### src/rtl/core/nrrs_pkg.sv
package nrrs_pkg;

   localparam int NB_SIZE = 9;
   localparam int NB_SIDE = 3;
   localparam int NB_LAST = 8;
   localparam int RANK_W  = 4;
   localparam int WGT_W   = 16;
   localparam int COORD_W = 10;
   localparam int IDX_W   = 4;
   localparam int CSR_IDX_W  = 3;
   localparam int CSR_DATA_W = 64;

   // register indexes
   localparam logic [CSR_IDX_W-1:0] REG_SCHEME = 3'd0;
   localparam logic [CSR_IDX_W-1:0] REG_GRID_W = 3'd1;
   localparam logic [CSR_IDX_W-1:0] REG_GRID_H = 3'd2;
   localparam logic [CSR_IDX_W-1:0] REG_WLOW   = 3'd3;
   localparam logic [CSR_IDX_W-1:0] REG_WMID   = 3'd4;
   localparam logic [CSR_IDX_W-1:0] REG_WTOP   = 3'd5;

   // scheme codes
   localparam logic [1:0] SCHEME_LINEAR = 2'd0;
   localparam logic [1:0] SCHEME_EXP    = 2'd1;
   localparam logic [1:0] SCHEME_FIT    = 2'd2;
   localparam logic [1:0] SCHEME_PROP   = 2'd3;

   // offset code of an index: 0 means -1, 1 means 0, 2 means +1
   function automatic logic [1:0] dx_code(input logic [IDX_W-1:0] idx);
      logic [1:0] r;
      case (idx)
         4'd0, 4'd1, 4'd2: r = 2'd0;
         4'd3, 4'd4, 4'd5: r = 2'd1;
         default:          r = 2'd2;
      endcase
      return r;
   endfunction

   function automatic logic [1:0] dy_code(input logic [IDX_W-1:0] idx);
      logic [1:0] r;
      case (idx)
         4'd0, 4'd3, 4'd6: r = 2'd0;
         4'd1, 4'd4, 4'd7: r = 2'd1;
         default:          r = 2'd2;
      endcase
      return r;
   endfunction

   // one compare-subtract step of a coordinate remainder by the grid size
   function automatic logic [COORD_W-1:0] rem_step(input logic [COORD_W-1:0] v,
                                                   input logic [10:0] s, input int b);
      logic [20:0] sh;
      sh = 21'(s) << b;
      return (21'(v) >= sh) ? COORD_W'(21'(v) - sh) : v;
   endfunction

endpackage

### src/rtl/core/nrrs_merge.sv
// Merge: picks the first running sum above the threshold, then wraps coordinates.
module nrrs_merge #(
   parameter int SUM_W = 36
) (
   input  logic [nrrs_pkg::NB_SIZE-1:0][SUM_W-1:0] run,
   input  logic [SUM_W-1:0]                        thr,
   input  logic [nrrs_pkg::COORD_W-1:0]            cx,
   input  logic [nrrs_pkg::COORD_W-1:0]            cy,
   input  logic [10:0]                             gw,
   input  logic [10:0]                             gh,
   output logic [nrrs_pkg::IDX_W-1:0]              idx,
   output logic [nrrs_pkg::COORD_W-1:0]            ox,
   output logic [nrrs_pkg::COORD_W-1:0]            oy
);
   // first exceeding lane, default last
   always_comb begin
      idx = nrrs_pkg::IDX_W'(nrrs_pkg::NB_LAST);
      for (int i = nrrs_pkg::NB_SIZE - 1; i >= 0; i--) begin
         if (run[i] > thr) begin
            idx = nrrs_pkg::IDX_W'(i);
         end
      end
   end

   // c is already below size s: step by k - 1 and wrap at either end
   function automatic logic [nrrs_pkg::COORD_W-1:0] wrapc(
      input logic [nrrs_pkg::COORD_W-1:0] c, input logic [1:0] k, input logic [10:0] s);
      logic [10:0] v;
      v = 11'(c);
      if (k == 2'd0) begin
         v = (v == 11'd0) ? s - 11'd1 : v - 11'd1;
      end else if (k == 2'd2) begin
         v = (v + 11'd1 == s) ? 11'd0 : v + 11'd1;
      end
      return v[nrrs_pkg::COORD_W-1:0];
   endfunction

   assign ox = wrapc(cx, nrrs_pkg::dx_code(idx), gw);
   assign oy = wrapc(cy, nrrs_pkg::dy_code(idx), gh);
endmodule

### config.mk
export PLATFORM = sky130hd
export DESIGN_NAME = nrrs_merge
export DESIGN_NICKNAME = d
export VERILOG_FILES = /design/src/rtl/core/nrrs_pkg.sv /design/src/rtl/core/nrrs_merge.sv
export SDC_FILE = /design/constraint.sdc
export NUM_CORES = 1
export LEC_CHECK = 0
export BUFFER_PORTS_ARGS = -buffer_cell sky130_fd_sc_hd__buf_2
export CORE_AREA = 2 2 164 166
export DETAILED_ROUTE_END_ITERATION = 10
export DIE_AREA = 0 0 166 168
export GPL_ROUTABILITY_DRIVEN = 0
export PLACE_DENSITY = 0.65
export SYNTH_ARGS = -nofsm -noshare
export SYNTH_HDL_FRONTEND = slang
export SYNTH_SLANG_ARGS = --single-unit
export TNS_END_PERCENT = 10
### constraint.sdc
create_clock -name vclk -period 5.3
set_input_delay 1.325 -clock vclk [all_inputs]
set_output_delay 1.325 -clock vclk [all_outputs]
set_load 0.05 [all_outputs]
==> results.txt <==
The flow ran to the end, but the final reports show violations. The checks that failed: negative setup slack. Among all cell types in the netlist, the one instantiated most often is ha_1. Walking the worst path, the cells encountered are buf_6 -> clkinvlp_4 -> buf_6 -> ha_4 -> nand4_1 -> buf_4 -> buf_4 -> nor3_2 -> a2bb2oi_1 -> buf_4 -> nand4b_1 -> a31oi_4 -> o21ai_4 -> o21ai_4 -> buf_12 -> buf_16 -> nor4_2 -> a211o_1 -> buf_6. The worst slew margin relative to its limit is 70.0%.

The routed length per instance came out at 18.6 um. The first global-routing pass estimated 58.8 mm of wire. The largest single stage delay on the critical path is 270 ps.

The data required time at the worst endpoint is 3970 ps. The count of vias placed by the detailed router came out at 11112. Static timing analysis puts the maximum clock frequency at 0.174 GHz. The number of pins exceeding their max-slew limit in the final report came out at 0. The worst hold path passes through 3 cells. The number of antenna violations at the first check in global routing was 14. The area taken by flip-flops and latches came out at 0 um^2. The worst-margin pin slew came out at 445 ps.

After the first detailed-routing iteration, the DRC count stood at 459. Summed over all nets, the half-perimeter wirelength after detailed placement is 32.7 mm. ha_1 takes more of the synthesized area than any other cell.

Setup repair after global routing could not meet its margin everywhere. The count of hold buffers inserted by post-cts repair came out at 0. After detailed placement, the total cell area comes to 12300 um^2. The final instance area came out at 13700 um^2. The cell count after synthesis came out at 1103. The starting density of the core came out at 32.0%. Global routing consumed, over all layers together, 26.1% of the routing resources. The largest net degree at the start of global routing is 19. The leakage power summed over all cells is 7.00 nW. The top cell type's share of synthesized area is 43.6%. After detailed placement, the design holds a cell count of 2008.

The synthesis warning total came out at 0. The final critical path takes up 108% of the cycle. The count of distinct cell types in the synthesized netlist came out at 67. Compared with the post-synthesis result, the final layout area differs by 62.5%. The startpoint identified for the worst hold timing path is cy[0]. The iteration count of the initial detailed-routing pass came out at 6. The number of violations of the max-capacitance limit came out at 0. The peak supply drop came out at 0.0888 mV. The mean number of vias per cell is 5.39. The worst hold path terminates at oy[0]. The DRC violation count after routing came out at 0. The final cell count without fillers came out at 2060. The area of the multi-input gates is 8910 um^2.

By area the synthesized netlist is led by ha_1, a21oi_1, nand4_1. The x dimension of the die is 166 um. The remaining antenna violation count came out at 0.

The total of fill cells in the finished design is 2467. The floorplan step defined a die boundary enclosing 27900 um^2. The number of hold violations in the final report is 0. STA classifies the critical path startpoint as an input pin. The routed design has 38.4 mm of wire.

The area of the mapped netlist came out at 8440 um^2. The commonest cells after synthesis are ha_1, a21oi_1, nand2_1. The net count of the mapped netlist came out at 1799. The proportion of layout cells with a drive suffix above 1 came out at 44.8%. The floorplan die height is 168 um.

The number of cell rows is 60. The number of I/O port buffers came out at 390. The critical path in this run is classified as input pin to primary output. The maximum fanout along the worst path is 6.

The power density over cell area is 116 nW/um^2. The data arrival time at the worst-slack endpoint is 4420 ps. The total of endpoints with negative setup slack in the final report came out at 22. Counting the clock-network buffers in the layout gives 0. After the last flow step, the layout net total stands at 2408. The element type at the critical path end is a primary output. During I/O placement, the number of pins put on the boundary was 426. The sequential-to-total area share from yosys stat is 0%. The mean post-synth cell area is 7.65 um^2. The slowest stage of the critical path belongs to the cell ha_4. The final critical delay including setup and external delays is 5740 ps. The total grt overflow came out at 0. The number of flip-flops and latches came out at 0. The number of global-route vias before repair came out at 11463. The core area came out at 26400 um^2. The least setup slack across all paths after layout came out at -441 ps.

The classification of the worst-slack hold path is input pin to primary output.
[power by group]
group	switching, mW	leakage (nW)	internal [mW]	total (mW)
registers	0	0	0	0
clock network	0	0.0000570	0.000000227	0.000000227
logic	0.843	7.00	0.745	1.59
[area by class of cell]
type / count / share of cell area, %
Antenna cell: 9 / 0.164
Inverter: 64 / 2.02
Multi-Input combinational cell: 1019 / 65.0
Tap cell: 341 / 3.11
Timing Repair Buffer: 627 / 29.7
[per-layer routing]
metal	global-route usage, %	wire length, um	vias to the layer above
met5	0	37	-
met4	8.66	1420	6
met2	48.7	18900	429
li1	-	-	5524
met1	30.6	15800	5065
met3	3.29	2200	88
[worst max-delay path by stage]
stage	from	end	slack [ps]	cells past startpoint
after floorplan	thr[31]	oy[5]	-360	12
after global placement	thr[23]	oy[5]	-910	17
after detailed placement	thr[23]	oy[5]	-920	17
after CTS	thr[10]	oy[5]	-400	18
after global routing	thr[15]	ox[8]	-570	19
final	thr[15]	oy[9]	-440	19
[cell usage in the layout (no fill, tap or decap), types with 13 or more instances in the layout]
cell and n:
buf_2 364, o211ai_1 18, buf_4 215, inv_1 44, nor2_1 41, a21oi_1 114, nor2b_1 14, a21o_1 36
xor2_1 19, o21ai_1 15, ha_4 22, o21ai_0 44, nand2_1 86, nand4_1 59, a21oi_2 18, and3_1 13
ha_1 272, xnor2_1 26, nand3_1 35, nor3_1 14, buf_6 38
[through the flow]
stage               total power [mW]  hold slack (ps)  setup WS (ps)  setup TNS, ps  utilization (%)
floorplan                      0.761             2840           -359          -3600                -
global placement                1.31             3080           -907         -17560             46.8
detailed placement              1.33             3090           -922         -18030             46.8
CTS                             1.54             3040           -400          -7520             51.1
global route                    1.72             3070           -571         -11210             52.0
finish                          1.59             3050           -441          -8040             52.0
[worst max-delay path, delay by kind of cell]
kind,cells,cell delay [ps]
AOI/OAI and AO/OA,5,780
adders and majority gates,1,270
and+or+nand+nor,4,730
buffers and inverters,9,1330
[cells by family after synthesis]
kind of cell / count (synthesis) / share of synthesized area [%]
adders and majority gates: 294 / 43.6
AOI/OAI and AO/OA: 340 / 25.8
xor gates and xnor gates: 45 / 4.67
and+or+nand+nor: 334 / 21.2
muxes: 5 / 0.593
buffers and inverters: 85 / 4.14
[timing repair]
| action | CTS | global route |
|---|---|---|
| gates cloned | 2 | 0 |
| resized for setup | 166 | 36 |
| pin swaps | 61 | 27 |
| setup buffers | 32 | 9 |
| setup endpoints to repair | 24 | 24 |
No activity file was read; power rests on OpenSTA's default activity.
