$ cat config.mk
export PLATFORM = sky130hd
export DESIGN_NAME = nrrs_lane
export DESIGN_NICKNAME = d
export VERILOG_FILES = /design/src/rtl/core/nrrs_pkg.sv /design/src/rtl/core/nrrs_lane.sv
export SDC_FILE = /design/constraint.sdc
export NUM_CORES = 1
export LEC_CHECK = 0
export BUFFER_PORTS_ARGS = -buffer_cell sky130_fd_sc_hd__buf_2
export CAP_MARGIN = 20
export CORE_AREA = 2 2 183 185
export DETAILED_ROUTE_END_ITERATION = 10
export DIE_AREA = 0 0 185 187
export SYNTH_ARGS = -nofsm -noshare
export SYNTH_HDL_FRONTEND = slang
export SYNTH_SLANG_ARGS = --single-unit
$ cat constraint.sdc
create_clock -name vclk -period 12.57
set_clock_uncertainty 0.1 [all_clocks]
set_input_delay 1.8855 -clock vclk [all_inputs]
set_output_delay 1.8855 -clock vclk [all_outputs]
set_load 0.05 [all_outputs]
$ cat src/rtl/core/nrrs_pkg.sv
package nrrs_pkg;

   localparam int NB_SIZE = 9;
   localparam int NB_SIDE = 3;
   localparam int NB_LAST = 8;
   localparam int RANK_W  = 4;
   localparam int WGT_W   = 16;
   localparam int COORD_W = 10;
   localparam int IDX_W   = 4;
   localparam int CSR_IDX_W  = 3;
   localparam int CSR_DATA_W = 64;

   // register indexes
   localparam logic [CSR_IDX_W-1:0] REG_SCHEME = 3'd0;
   localparam logic [CSR_IDX_W-1:0] REG_GRID_W = 3'd1;
   localparam logic [CSR_IDX_W-1:0] REG_GRID_H = 3'd2;
   localparam logic [CSR_IDX_W-1:0] REG_WLOW   = 3'd3;
   localparam logic [CSR_IDX_W-1:0] REG_WMID   = 3'd4;
   localparam logic [CSR_IDX_W-1:0] REG_WTOP   = 3'd5;

   // scheme codes
   localparam logic [1:0] SCHEME_LINEAR = 2'd0;
   localparam logic [1:0] SCHEME_EXP    = 2'd1;
   localparam logic [1:0] SCHEME_FIT    = 2'd2;
   localparam logic [1:0] SCHEME_PROP   = 2'd3;

   // offset code of an index: 0 means -1, 1 means 0, 2 means +1
   function automatic logic [1:0] dx_code(input logic [IDX_W-1:0] idx);
      logic [1:0] r;
      case (idx)
         4'd0, 4'd1, 4'd2: r = 2'd0;
         4'd3, 4'd4, 4'd5: r = 2'd1;
         default:          r = 2'd2;
      endcase
      return r;
   endfunction

   function automatic logic [1:0] dy_code(input logic [IDX_W-1:0] idx);
      logic [1:0] r;
      case (idx)
         4'd0, 4'd3, 4'd6: r = 2'd0;
         4'd1, 4'd4, 4'd7: r = 2'd1;
         default:          r = 2'd2;
      endcase
      return r;
   endfunction

   // one compare-subtract step of a coordinate remainder by the grid size
   function automatic logic [COORD_W-1:0] rem_step(input logic [COORD_W-1:0] v,
                                                   input logic [10:0] s, input int b);
      logic [20:0] sh;
      sh = 21'(s) << b;
      return (21'(v) >= sh) ? COORD_W'(21'(v) - sh) : v;
   endfunction

endpackage

$ cat src/rtl/core/nrrs_lane.sv
// One lane: ranks one neighbour against all nine and looks up its weight (the proportional scheme uses its fitness).
module nrrs_lane #(
   parameter int FITNESS_BITS = 32,
   parameter int LANE = 0
) (
   input  logic [nrrs_pkg::NB_SIZE-1:0][FITNESS_BITS-1:0] fit,
   input  logic [1:0]                                     scheme,
   input  logic [63:0]                                    wlow,
   input  logic [63:0]                                    wmid,
   input  logic [15:0]                                    wtop,
   output logic [(FITNESS_BITS > 16 ? FITNESS_BITS : 16)-1:0] weight
);
   localparam int WB = FITNESS_BITS > 16 ? FITNESS_BITS : 16;

   logic [nrrs_pkg::RANK_W-1:0] rank;
   logic [15:0]                 twgt;

   // stable rank: count smaller, and equal with lower index
   always_comb begin
      rank = '0;
      for (int j = 0; j < nrrs_pkg::NB_SIZE; j++) begin
         if (fit[j] < fit[LANE] || (fit[j] == fit[LANE] && j < LANE)) begin
            rank = rank + 4'd1;
         end
      end
   end

   always_comb begin
      case (rank)
         4'd0: twgt = wlow[15:0];
         4'd1: twgt = wlow[31:16];
         4'd2: twgt = wlow[47:32];
         4'd3: twgt = wlow[63:48];
         4'd4: twgt = wmid[15:0];
         4'd5: twgt = wmid[31:16];
         4'd6: twgt = wmid[47:32];
         4'd7: twgt = wmid[63:48];
         default: twgt = wtop;
      endcase
   end

   // weight wide enough for both a fitness and a full table entry
   assign weight = (scheme == nrrs_pkg::SCHEME_PROP) ? WB'(fit[LANE]) : WB'(twgt);
endmodule

==> impl_metrics.env <==
export IMPL_status="finished, final reports clean"
export IMPL_yosys_warnings=0
export IMPL_synth_compound_area_share_pct=31.1
export IMPL_die_w_um=185
export IMPL_internal_power_uw=673
export IMPL_cellPowerDensity_nw_per_um2=189
export IMPL_min_path_cells=4
export IMPL_drtPass1Iterations=5
export IMPL_comb_power_share_pct=100.0
export IMPL_leakage_uw=0.00561
export IMPL_setup_ws_ns=0.606
export IMPL_hold_viol_final=0
export IMPL_seq_cells=0
export IMPL_start_util_pct=22.4
export IMPL_fmax_mhz=83.6
export IMPL_slowest_stage="a211oi_1"
export IMPL_synth_area_top_cells="ha_1 43%, a21oi_1 4.6%, a21o_1 3.7%"
export IMPL_grt_pass1_vias=9800
export IMPL_syn_area_um2=7370
export IMPL_wl_per_cell_um=21.5
export IMPL_grt_pass1_wl_mm=57.8
export IMPL_ant_nets=0
export IMPL_dieArea_um2=34600
export IMPL_cp_start_kind="primary input"
export IMPL_final_nets=2075
export IMPL_fin_setup_tns_ns=0
export IMPL_post_cts_setup_buffers=0
export IMPL_ioPinCount=466
export IMPL_drt_iter0_drc=500
export IMPL_design_area_um2=10400
export IMPL_endpoint_kind="output pin"
export IMPL_max_stage_delay_ns=0.42
export IMPL_syn_mean_instance_area_um2=8.04
export IMPL_crit_start="fit[1]"
export IMPL_wirelength_mm=39.7
export IMPL_yosysUniqueCellTypes=73
export IMPL_place_inst=1832
export IMPL_antenna_found_initial=22
export IMPL_drive_gt1_share_pct=37.3
export IMPL_place_congestion=0.928
export IMPL_dpl_hpwl_mm=35.9
export IMPL_ctsHoldBuffers=0
export IMPL_synthMuxAreaShare_pct=1.12
export IMPL_rsz0062_at_grt="no"
export IMPL_tightestPinTransition_ns=0.945
export IMPL_nFillCells=3616
export IMPL_crit_fanout=32
export IMPL_maxSlewViolCount=0
export IMPL_dp_slack_ns=0.581
export IMPL_arrival_ns=9.98
export IMPL_regArea_um2=0
export IMPL_fin_crit_sh_pct=95.2
export IMPL_peakVddDrop_mv=0.342
export IMPL_postPlaceCellArea_um2=10400
export IMPL_fp_row_count=67
export IMPL_yosysSeqAreaShare_pct=0
export IMPL_core_um2=32900
export IMPL_yosys_area_top_type="ha_1"
export IMPL_cp_required_ns=10.58
export IMPL_drc=0
export IMPL_crit_family="compound AO/OA/AOI/OAI gates"
export IMPL_synth_top_family_by_area="adder cells"
export IMPL_syn_nets=1606
export IMPL_maxCapViolCount=0
export IMPL_instances_no_fill=1845
export IMPL_seq_power_share_pct=0
export IMPL_grt_use_total_pct=22.0
export IMPL_switchingPower_uw=1290
export IMPL_syn_to_final_growth_pct=41.0
export IMPL_yosys_area_share_adder_pct=43.3
export IMPL_clockPowerShare_pct=0
export IMPL_io_buffer_count=466
export IMPL_synthSimpleGateAreaFrac_pct=19.1
export IMPL_grt_overflow=0
export IMPL_p_sw_share_pct=65.7
export IMPL_clkbuf_count=0
export IMPL_min_delay_start="wlow[34]"
export IMPL_syn_inst=917
export IMPL_cp_depth=38
export IMPL_setup_viol=0
export IMPL_relSlewSlack_pct=36.8
export IMPL_synth_xor_area_share_pct=1.78
export IMPL_ctsResizeCount=0
export IMPL_grt_max_degree=49
export IMPL_die_h_um=187
export IMPL_hold_path_class="in2out"
export IMPL_worstSetupPathType="in2out"
export IMPL_cp_num_buf_inv=5
export IMPL_num_vias=9529
export IMPL_final_util_pct=31.6
export IMPL_viasPerCell=5.16
export IMPL_synth_top_area_share_pct=43.3
export IMPL_min_period_ns=11.96
synth_stat cells (10+ instances only):
| master | number |
|---|---|
| clkbuf_1 | 14 |
| a22o_1 | 18 |
| a21oi_1 | 67 |
| nor2b_1 | 16 |
| nand2_1 | 37 |
| inv_1 | 45 |
| nor3_1 | 14 |
| nand4_1 | 32 |
| a221oi_1 | 18 |
| nand3_1 | 20 |
| nor2_1 | 52 |
| a222oi_1 | 11 |
| ha_1 | 255 |
| a21o_1 | 36 |
| a2111oi_0 | 10 |
| nand2b_1 | 33 |
| a32oi_1 | 12 |
| o22ai_1 | 16 |
| o21ai_0 | 51 |
| a31oi_1 | 22 |
power by group through the flow:
| stage | Clock [µW] | Sequential (µW) | Combinational (µW) |
|---|---|---|---|
| floorplan | 0 | 0 | 1430 |
| global placement | 0 | 0 | 1940 |
| detailed placement | 0 | 0 | 1950 |
| CTS | 0 | 0 | 1960 |
| global route | 0.0000855 | 0 | 2100 |
| finish | 0.000139 | 0 | 1960 |
metrics by stage:
stage / total power [µW] / hold slack, ns
finish: 1960 / 4.11
global route: 2100 / 4.14
CTS: 1960 / 4.12
detailed placement: 1950 / 4.11
global placement: 1940 / 4.12
floorplan: 1430 / 4.02
worst min-delay path: cells and delay by family:
kind,cells,cell delay [ns]
buffers and inverters,2,0.32
AND/OR/NAND/NOR,1,0.06
AO/OA/AOI/OAI,1,0.06
path summary, 6_finish.rpt:
path	end	slack, ns
max	weight[1]	0.61
min	weight[2]	4.11
cell usage in the layout, fill, tap and decap left out, drive strengths merged, types with 4 or more instances in the layout:
cell type,n
a2bb2oi,5
a32oi,12
o211ai,8
nand2b,33
o21a,4
nand2,37
inv,46
a22oi,6
o21ai,52
a211o,7
and2,5
buf,488
a21o,36
or2,12
and4,5
nand4,33
diode,13
a221oi,19
a211oi,11
o22ai,16
nor2b,16
nor2,52
a21oi,67
xnor2,6
nor3b,6
a2111oi,10
a31oi,22
nand3,20
and3,7
nor4,7
mux2,4
a222oi,11
a22o,18
nor3,15
ha,255
per-layer routing:
layer	vias to the layer above	GRT usage, %	share of wire (%)
li1	4633	-	-
met1	4406	25.4	40
met2	414	41.6	51
met3	66	3.29	6.2
met4	10	5.43	2.7
met5	-	0	0.15
area by class of cell:
type | instances | area, µm² | area share (%)
antenna | 13 | 32.5 | 0.313
inverter | 46 | 173 | 1.66
multi-input combinational | 850 | 7110 | 68.5
tap | 448 | 561 | 5.39
timing repair buffer | 488 | 2510 | 24.2
logic make-up (layout without fill, tap and decap cells):
family	Yosys count	count (layout)
fa+ha+maj	255	255
other cells	0	13
mux	7	7
compound gates	323	323
simple gates	256	256
buf+inv	67	534
xor+xnor	9	9
No activity file was read; power rests on OpenSTA's default activity.
